===== src/hdl/isort_pkg.sv =====
package isort_pkg;

  localparam int unsigned ITEM_W       = 32;
  localparam int unsigned SHIFT_W      = 11;
  localparam int unsigned MAX_ITEMS_DEF = 64;
  localparam logic [SHIFT_W-1:0] SHIFT_SAT = '1;

  typedef struct packed {
    logic insert;
    logic drain;
  } cell_ctrl_t;

  typedef enum logic [2:0] {
    ST_IDLE   = 3'b001,
    ST_SETTLE = 3'b010,
    ST_DRAIN  = 3'b100
  } state_e;

endpackage


===== src/hdl/isort_cell.sv =====
module isort_cell (
  input  logic                                clk_i,
  input  logic                                rst_ni,
  input  isort_pkg::cell_ctrl_t               ctrl_i,
  input  logic signed [isort_pkg::ITEM_W-1:0] item_i,
  input  logic signed [isort_pkg::ITEM_W-1:0] left_value_i,
  input  logic                                left_valid_i,
  input  logic                                left_gt_i,
  input  logic signed [isort_pkg::ITEM_W-1:0] right_value_i,
  input  logic                                right_valid_i,
  output logic signed [isort_pkg::ITEM_W-1:0] value_o,
  output logic                                valid_o,
  output logic                                gt_o
);

  logic signed [isort_pkg::ITEM_W-1:0] value_q, value_d;
  logic                                valid_q, valid_d;

  // strictly greater only, so equal items stay ahead of the newcomer
  assign gt_o = valid_q && (value_q > item_i);

  always_comb begin
    value_d = value_q;
    valid_d = valid_q;
    priority if (ctrl_i.drain) begin
      value_d = right_value_i;
      valid_d = right_valid_i;
    end else if (ctrl_i.insert) begin
      if (gt_o || !valid_q) begin
        value_d = left_gt_i ? left_value_i : item_i;
      end
      valid_d = valid_q | left_valid_i;
    end
  end

  always_ff @(posedge clk_i or negedge rst_ni) begin
    if (!rst_ni) begin
      valid_q <= 1'b0;
    end else begin
      valid_q <= valid_d;
    end
  end

  always_ff @(posedge clk_i) begin
    value_q <= value_d;
  end

  assign value_o = value_q;
  assign valid_o = valid_q;

endmodule


===== config.mk =====
export PLATFORM = sky130hd
export DESIGN_NAME = isort_cell
export DESIGN_NICKNAME = d
export VERILOG_FILES = /design/src/hdl/isort_pkg.sv /design/src/hdl/isort_cell.sv
export SDC_FILE = /design/constraint.sdc
export NUM_CORES = 1
export LEC_CHECK = 0
export BUFFER_PORTS_ARGS = -buffer_cell sky130_fd_sc_hd__buf_2
export CAP_MARGIN = 20
export CORE_UTILIZATION = 35
export DETAILED_ROUTE_END_ITERATION = 8
export PLACE_DENSITY = 0.73
export SKIP_CTS_REPAIR_TIMING = 1
export SYNTH_ARGS = -nofsm -noshare
export SYNTH_HDL_FRONTEND = slang
export SYNTH_SLANG_ARGS = --single-unit

===== constraint.sdc =====
create_clock -name clk_i -period 4 [get_ports clk_i]
set_input_delay 0.6 -clock clk_i [delete_from_list [all_inputs] [get_ports clk_i]]
set_output_delay 0.6 -clock clk_i [all_outputs]
set_load 0.005 [all_outputs]

Yosys cells after proc, flatten, opt, wreduce, memory -nomap -nowiden:

Cells that the tools add are included.

* magnitude comparators: 1
* mux-type cells: 6
* bitwise logic cells: 1
* reductions and logical operators: 6

Operators by type and width (number)
* 32-bit 2-to-1 mux: 4
* 32-bit > comparator: 1
* 2-bit nonzero test: 2
* 1-bit 2-to-1 mux: 2
* 2-bit AND reduction: 1
* 1-bit logical AND: 1
* 1-bit logical NOT: 1
* 1-bit logical OR: 1
* 1-bit bitwise OR: 1

* register bits after elaboration: 33
* output and inout bits: 34
* logic and storage cells: 16

Logic depth before layout (Yosys ltp):

Gate-level depths: netlist (run 1).

* depth after elaboration: 6
* gate-level depth with buffers: 8
* gate-level depth less buffers: 8

Worst setup path after synthesis (run 1):

OpenSTA, ideal clock, no wires.

* path kind: in2reg
* start: in item_i[11] (netlist bit)
* end: reg value_q (netlist bit value_o[0]), enable pin
* setup time: 0.442 ns
* data arrival time: 3.745 ns
* setup slack: -0.187 ns
* stages: 8
* buffers on the path: 0
* cells stage by stage: inv_1 -> ha_1 -> nand4_1 -> or3_1 -> a211o_1 -> a21oi_2 -> nor3_1 -> o41ai_2

* longest elaborated chain between the ends: 5

RTL lines
* start, declared: RTL line isort_cell.sv:5 `input logic signed [isort_pkg::ITEM_W-1:0] item_i,`
* 32-bit > comparator: RTL line isort_cell.sv:20 `assign gt_o = valid_q && (value_q > item_i);`
* 1-bit logical AND: RTL line isort_cell.sv:20
* 1-bit logical OR: RTL line isort_cell.sv:29 `if (gt_o || !valid_q) begin`
* 2-bit nonzero test (no source line)
* 2-bit AND reduction (no source line)
* end signal, assigned: RTL line isort_cell.sv:45 `value_q <= value_d;`
* end, declared: RTL line isort_cell.sv:16 `logic signed [isort_pkg::ITEM_W-1:0] value_q, value_d;`

No other way between the ends.
A chain may end at the register's enable or synchronous reset.

Final worst setup path (run 1):

* start: in item_i[27] (netlist bit)
* end: out gt_o

* longest elaborated chain between the ends: 2

RTL lines
* 32-bit > comparator: RTL line isort_cell.sv:20
* 1-bit logical AND: RTL line isort_cell.sv:20
* end, declared: RTL line isort_cell.sv:13 `output logic gt_o`

No other way between the ends.

==> results of run 1 <==
[per-stage QoR]
stage / utilization, % / area, sq um / instances / total power, mW / hold slack (ns)
floorplan: - / 2520 / 265 / 0.625 / 0.304
global placement: 48.0 / 3300 / 489 / 0.759 / 0.376
detailed placement: 48.0 / 3300 / 489 / 0.771 / 0.378
CTS: 49.3 / 3390 / 497 / 1.03 / 0.0709
global route: 49.3 / 3390 / 497 / 1.09 / 0.0729
finish: 49.3 / 3390 / 497 / 1.01 / 0.0829
[layer usage]
layer / global-route usage [%] / part of all wire, % / vias to the layer above
li1: - / - / 1210
met1: 18.5 / 41 / 1036
met2: 33.3 / 51 / 96
met3: 3.81 / 7.5 / 5
met4: 4.55 / 0.50 / 0
met5: 0 / 0 / -
[synthesized netlist by cell type]
cell type | count | share of area (%)
dfrtp_1 | 1 | 1.0
a21oi_2 | 1 | 0.35
a221oi_1 | 1 | 0.35
nand2b_1 | 1 | 0.25
nor3_1 | 2 | 0.40
nor2_1 | 2 | 0.30
inv_1 | 35 | 5.2
o21ai_0 | 37 | 7.4
or2b_1 | 1 | 0.30
ha_1 | 32 | 16
edfxtp_1 | 32 | 38
nand4_2 | 1 | 0.50
a21oi_1 | 16 | 3.2
buf_2 | 4 | 0.80
mux2i_1 | 32 | 13
a211o_1 | 1 | 0.35
nor4_2 | 1 | 0.50
nor4_1 | 2 | 0.50
or3_1 | 1 | 0.25
a21o_1 | 3 | 0.90
clkbuf_1 | 7 | 1.0
nand2_4 | 1 | 0.45
nor2b_1 | 1 | 0.25
nand3_1 | 1 | 0.20
o41ai_2 | 1 | 0.65
nand4_1 | 5 | 1.2
o211ai_1 | 1 | 0.30
nand2_1 | 42 | 6.3
[final cells by class]
class | count | area, sq um
Timing Repair Buffer | 139 | 703
Sequential cell | 33 | 986
Fill cell | 710 | 3480
Multi-Input combinational cell | 186 | 1360
Inverter | 35 | 131
Tap cell | 96 | 120
Clock buffer | 8 | 90.1
[sequential cells by signal, summed over array words and instances, names as in the netlist]
register	flops
value_o	32
valid_o	1
[how the worst max path moves through the flow]
stage | slack (ns) | endpoint | startpoint
3_3_place_gp | 0.95 | gt_o | item_i[27]
6_report | 0.90 | gt_o | item_i[27]
4_1_cts | 0.88 | gt_o | item_i[27]
5_1_grt | 0.73 | gt_o | item_i[31]
3_5_place_dp | 0.90 | gt_o | item_i[27]
2_1_floorplan | 0.53 | value_o[0] | item_i[11]
[worst reg2reg max path, delay by kind of cell, from the launching register on]
| family | cells | cell delay [ns] |
|---|---|---|
| simple gates | 5 | 0.97 |
| buf+inv | 1 | 0.33 |
| flops | 1 | 0.40 |
| fa+ha+maj | 1 | 0.34 |
| compound gates | 1 | 0.35 |
[power groups by stage]
stage / registers [mW] / logic [mW] / clock network, mW
after floorplan: 0.468 / 0.157 / 0
after global placement: 0.463 / 0.297 / 0
after detailed placement: 0.465 / 0.305 / 0
after CTS: 0.458 / 0.307 / 0.268
after global routing: 0.463 / 0.343 / 0.282
final: 0.457 / 0.301 / 0.256
[cell families (layout without fill, tap and decap cells)]
family | Yosys count | after routing | share of synthesized area (%)
compound gates | 61 | 61 | 13.5
simple gates | 61 | 61 | 11.4
buf+inv | 46 | 182 | 7.08
flops | 33 | 33 | 39.3
fa+ha+maj | 32 | 32 | 16.0
mux | 32 | 32 | 12.8
==> results.toml, run 1 <==
[worst_hold_path]
hp-class = "input pin to async pin"

[setup_path]
max_stage_delay_ns = 0.53
cpLargestDelayFamily = "simple AND/OR/NAND/NOR gates"
crit_path_max_fanout = 3
worstSetupPathType = "input pin to primary output"
r2r_setup_slack_ns = 1.29
worstReg2RegStart = "value_o[30]"
critical_path_arrival_ns = 2.50
crit_required_ns = 3.40
worst_r2r_path_depth = 8
critical_path.cell_chain = "buf_2 > inv_1 > ha_1 > nand4_1 > nor4_2 > nand2_4 > nor4_1 > nor4_1 > buf_2"
crit_path_start_kind = "input pin"
cp.depth = 9
endpoint_kind = "primary output"
cp_num_buf_inv = 3
critical_path.slowest_cell = "nor4_1"
r2r_end = "value_o[15]"

[floorplanning]
ios = 137
fp.dieW_um = 86.7
die_h_um = 86.7
core_area_sq_um = 6870
die-area_sq_um = 7510
start_util_pct = 36.5
rows = 30

[placement]
portBuffers = 136
routabilityCongestion = 0.731
pre_cts_slack_ns = 0.902
dp_hpwl_mm = 5.11

[finish]
num_antenna_cells = 0
fin_nets = 535
drive_above_1_share_pct = 37.4
layout_commonest_cell = "buf_2"
mostFrequentLayoutCells = "136 x buf_2, 42 x nand2_1, 37 x o21ai_0"
area_growth_pct = 35.0

[clock_tree]
cts_tree = "built"
cts.sinks = 33
cts.clk_slew.worst_paths_ns = 0.07
cts-root-buf = "clkbuf_8"
cts_inserted_buffers = 5
clock_latency_ns = 0.28
clk_path_buf_depth = 2
cts_max_level = 2

[global_routing]
track_usage_pct = 17.1
grt_pass1_vias = 2337
antenna_found_initial = 0
grt_pass1_wl_mm = 9.96
grt-ovfl-total = 0
grt_max_degree = 42

[power]
peakVddDrop_mv = 0.155
seq_power_share_pct = 45.1
combPwrFrac_pct = 29.7
power.leakage_nw = 1.82
switching_share_pct = 29.0
clock_power_share_pct = 25.2
intPower_mw = 0.720
p_sw_mw = 0.294
cellPowerDensity_nw_per_um2 = 299

[synth]
synth_fp_nets = 400
synth_area_per_cell_sq_um = 9.47
synthDistinctLibCells = 28
synth_cells = 265
ys_seq_elements = 33
synthesis.area_sq_um = 2510
seq_area_frac_synth_pct = 39.3
ys_warn_count = 0

[timing]
worst_slack_ns = 0.901
min_period_ns = 3.10
tns_ns = 0
relSlewSlack_pct = 35.7
finalHoldViolations = 0
fmax_ghz = 0.323
min_period_over_period_pct = 77.5
finalSetupViolations = 0
grt_setup_unrepaired = "no"
report.final.slew_viol_count = 0
worstMarginPinSlew_ns = 0.964
finalClockSkew_ns = 0.00550

[outcome]
outcome = "finished clean"

[detailed_routing]
wl_per_cell_um = 12.6
ant_nets = 0
vias = 2347
dr.pass1.iters = 4
first_iter_violations = 29
drc = 0
wl_mm = 6.25
vias_per_cell = 4.72

[job]
maxCapViolCount = 0
Power figures use the tool's default switching activity.
==> inputs of run 2 (changes only) <==
Clock period 4 ns to 2.6 ns, I/O delays scaled along.
==> results.toml, run 2 (synthesized netlist as in run 1, its figures left out) <==
[outcome]
outcome = "complete, but fails checks"
violations = "negative setup slack"

[global_routing]
grt_max_degree = 43
antenna_found_initial = 0
grt_pass1_vias = 2282
track_usage_pct = 17.2
grt-ovfl-total = 0
grt_pass1_wl_mm = 10.0

[detailed_routing]
ant_nets = 0
first_iter_violations = 64
wl_per_cell_um = 12.9
dr.pass1.iters = 4
wl_mm = 6.56
vias = 2378
vias_per_cell = 4.69
drc = 0

[finish]
num_antenna_cells = 0
fillers = 626
fin_nets = 547
mostFrequentLayoutCells = "136 x buf_2, 42 x nand2_1, 37 x o21ai_0"
largest_reg_flops = 32
drive_above_1_share_pct = 41.6
layout_commonest_cell = "buf_2"
final_util_pct = 52.5
fin_cells = 507
area_growth_pct = 43.7

[worst_hold_path]
hp-class = "input pin to flop"
hold_depth = 3
worst_hold_path.endpoint = "valid_o"
hold_start = "right_valid_i"

[power]
power.leakage_nw = 1.90
switching_share_pct = 29.9
p_total_mw = 1.58
combPwrFrac_pct = 33.1
clock_power_share_pct = 21.9
peakVddDrop_mv = 0.265
seq_power_share_pct = 45.0
intPower_mw = 1.11
cellPowerDensity_nw_per_um2 = 438
p_sw_mw = 0.473

[timing]
finalClockSkew_ns = 0.00978
finalSetupViolations = 1
grt_setup_unrepaired = "yes"
finalHoldViolations = 0
report.final.slew_viol_count = 0
worstMarginPinSlew_ns = 0.423
min_period_over_period_pct = 102
fmax_ghz = 0.375
relSlewSlack_pct = 71.7
min_period_ns = 2.66
worst_slack_ns = -0.0635

[clock_tree]
cts_inserted_buffers = 5
clk_path_buf_depth = 2
cts_max_level = 2
cts_tree = "built"
cts.clk_slew.worst_paths_ns = 0.06
clock_latency_ns = 0.28
cts.sinks = 33
cts-root-buf = "clkbuf_8"

[setup_path]
r2r_setup_slack_ns = 0.06
worstReg2RegStart = "value_o[11]"
worst_r2r_path_depth = 8
endpoint_kind = "primary output"
crit_path_start_kind = "flop"
critical_path_arrival_ns = 2.27
crit_required_ns = 2.21
worstSetupPathType = "flop to primary output"
crit_path_max_fanout = 2
r2r_end = "value_o[28]"

[floorplanning]
rows = 30
ios = 137
die-area_sq_um = 7510
start_util_pct = 36.5
core_area_sq_um = 6870
die_h_um = 86.7
fp.dieW_um = 86.7

[placement]
portBuffers = 136
dp_hpwl_mm = 5.31
place_inst = 498
routabilityCongestion = 0.805

[job]
maxCapViolCount = 0
run 2: cell types whose count changed in the layout (fill, tap and decap cells not counted), sizes merged:
cell	change
buf	+11
clkbuf	-3
clkinv	+1
dlygate4sd3	+1
run 2: routing by layer:
| layer | GRT usage (%) | routed length, um | up-vias |
|---|---|---|---|
| li1 | - | - | 1230 |
| met1 | 20.7 | 2920 | 1069 |
| met2 | 30.7 | 3280 | 73 |
| met3 | 2.95 | 261 | 6 |
| met4 | 6.67 | 96 | 0 |
| met5 | 0 | 0 | - |
run 2: layout make-up:
class                      instances  area, sq um  area share (%)
multi-input combinational        186         1470            40.7
sequential                        33          986            27.3
timing repair buffer             151          828            23.0
inverter                          35          131            3.64
tap                               96          120            3.33
clock buffer                       5         68.8            1.91
clock inverter                     1         5.00           0.139
run 2: worst max-delay path by stage:
stage,cells past startpoint,end,slack (ns),startpoint
6_report,8,gt_o,-0.06,value_o[11]
5_1_grt,9,gt_o,-0.19,value_o[31]
4_1_cts,9,gt_o,-0.20,value_o[26]
3_5_place_dp,10,value_o[15],-0.17,item_i[27]
3_3_place_gp,10,value_o[10],-0.1,item_i[10]
2_1_floorplan,7,value_o[0],-0.62,value_o[11]
run 2: through the flow:
stage | cell area [sq um] | setup slack [ns] | setup TNS (ns) | hold WS [ns]
detailed placement | 3410 | -0.165 | -4.70 | 0.167
finish | 3610 | -0.0635 | -0.0635 | 0.364
floorplan | 2540 | -0.617 | -19.73 | 0.0944
global placement | 3410 | -0.0963 | -2.53 | 0.167
CTS | 3480 | -0.197 | -1.69 | -0.130
global route | 3610 | -0.186 | -0.617 | 0.379
run 2: worst max-delay path, cell delays in order (launching register included):
cell	delay, ns
edfxtp_1	0.43
ha_4	0.29
nand4_1	0.12
or3_4	0.37
a211o_1	0.24
a21oi_2	0.13
nor3_2	0.07
nor4_1	0.17
buf_2	0.17
run 2: power by group through the flow:
stage / clock [mW] / combinational (mW) / sequential [mW]
finish: 0.346 / 0.523 / 0.710
global route: 0.382 / 0.590 / 0.717
CTS: 0.362 / 0.500 / 0.706
detailed placement: 0 / 0.498 / 0.717
global placement: 0 / 0.482 / 0.713
floorplan: 0 / 0.247 / 0.720
==> inputs of run 3 (changes only) <==
Settings changed: PLACE_DENSITY 0.73 to 0.7.
Clock period 2.6 ns to 2.8 ns, I/O delays scaled along.
==> results.toml, run 3 (synthesized netlist as in run 1, its figures left out) <==
[timing]
worstMarginPinSlew_ns = 0.670
min_period_over_period_pct = 99.7
timing.hold.ws_ns = 0.367
finalClockSkew_ns = 0.00594
relSlewSlack_pct = 55.3
report.final.slew_viol_count = 0
grt_setup_unrepaired = "yes"
finalSetupViolations = 0
min_period_ns = 2.79
finalHoldViolations = 0
fmax_ghz = 0.358

[setup_path]
crit_path_start_kind = "flop"
worstSetupPathType = "flop to primary output"
r2r_setup_slack_ns = 0.17
critical_path.slowest_cell = "edfxtp_1"
critical_path.cell_chain = "ha_4 > nand4_1 > or3_4 > a211o_1 > a21oi_2 > nor3_2 > nor4_2 > buf_2"
crit_required_ns = 2.38
critical_path_arrival_ns = 2.37
crit_path_max_fanout = 2
endpoint_kind = "primary output"
max_stage_delay_ns = 0.44

[floorplanning]
ios = 137
die_h_um = 86.7
die-area_sq_um = 7510
rows = 30
fp.dieW_um = 86.7
start_util_pct = 36.5
core_area_sq_um = 6870

[global_routing]
grt_pass1_vias = 2179
grt_max_degree = 45
grt_pass1_wl_mm = 9.82
grt-ovfl-total = 0
antenna_found_initial = 0
track_usage_pct = 17.1

[detailed_routing]
wl_per_cell_um = 12.9
ant_nets = 0
vias = 2342
vias_per_cell = 4.67
wl_mm = 6.45
drc = 0
dr.pass1.iters = 4
first_iter_violations = 71

[finish]
final_util_pct = 51.5
drive_above_1_share_pct = 40.7
fillers = 649
largest_reg_flops = 32
fin_nets = 539
layout_commonest_cell = "buf_2"
fin_cells = 501
num_antenna_cells = 0
mostFrequentLayoutCells = "136 x buf_2, 42 x nand2_1, 37 x o21ai_0"
fin_area_sq_um = 3540
area_growth_pct = 41.0

[clock_tree]
cts.sinks = 33
cts-root-buf = "clkbuf_8"
clock_latency_ns = 0.28
clk_path_buf_depth = 2
cts_tree = "built"
cts_inserted_buffers = 5
cts.clk_slew.worst_paths_ns = 0.07
cts_max_level = 2

[placement]
place_area_sq_um = 3360
place_inst = 492
portBuffers = 136
routabilityCongestion = 0.800
dp_hpwl_mm = 5.31

[power]
cellPowerDensity_nw_per_um2 = 463
p_total_mw = 1.64
peakVddDrop_mv = 0.251
power.leakage_nw = 1.88

[outcome]
outcome = "finished clean"

[job]
maxCapViolCount = 0

[worst_hold_path]
hp-class = "input pin to flop"
-- run 3: cell count changes in the layout (fill, tap and decap cells not counted), sizes merged --
cell,change
buf,-8
bufinv,+2
-- run 3: worst max-delay path: cells and delay by family (launching register included) --
kind	cells	cell delay, ns
adder cells (fa/ha/maj)	1	0.30
AND/OR/NAND/NOR	4	0.81
buffers and inverters	1	0.17
flip-flops	1	0.44
AO/OA/AOI/OAI	2	0.37
-- run 3: cell type report --
| type | instances | area [sq um] | share of cell area, % |
|---|---|---|---|
| multi-input cells | 186 | 1420 | 40.1 |
| flip-flops and latches | 33 | 986 | 27.9 |
| repair buffers | 143 | 748 | 21.2 |
| inverters | 35 | 131 | 3.71 |
| well taps | 96 | 120 | 3.40 |
| clock buffers | 5 | 68.8 | 1.95 |
| clock inverters | 3 | 65.1 | 1.84 |
-- run 3: stage by stage --
step | worst slack (ns) | setup TNS (ns)
after detailed placement | 0.0368 | 0
after global placement | 0.104 | 0
final | 0.00926 | 0
after CTS | -0.0737 | -0.0737
after global routing | -0.145 | -0.145
after floorplan | -0.433 | -13.86
-- run 3: worst paths after layout --
| check | to | depth (start not counted) | startpoint |
|---|---|---|---|
| hold reg to reg | valid_o | 2 | valid_o |
| setup / recovery | gt_o | 8 | value_o[10] |
| setup reg to reg | value_o[17] | 8 | value_o[10] |
| hold / removal | valid_o | 3 | right_valid_i |
| min in group asynchronous | valid_o | 2 | rst_ni |
| max in group asynchronous | valid_o | 2 | rst_ni |
-- run 3: routing by layer --
metal / GRT usage (%) / part of all wire [%] / wire [um] / vias to the layer above
met5: 0 / 0 / 0 / -
met4: 4.55 / 0.85 / 55 / 0
met3: 2.57 / 5.3 / 342 / 7
met2: 31.8 / 50 / 3220 / 73
met1: 20.4 / 44 / 2830 / 1046
li1: - / - / - / 1216
-- run 3: power breakdown --
| group | leakage (nW) | internal, mW | switching [mW] | total [mW] |
|---|---|---|---|---|
| Sequential | 0.344 | 0.621 | 0.0352 | 0.656 |
| Combinational | 1.47 | 0.219 | 0.234 | 0.453 |
| Clock | 0.0681 | 0.354 | 0.177 | 0.530 |
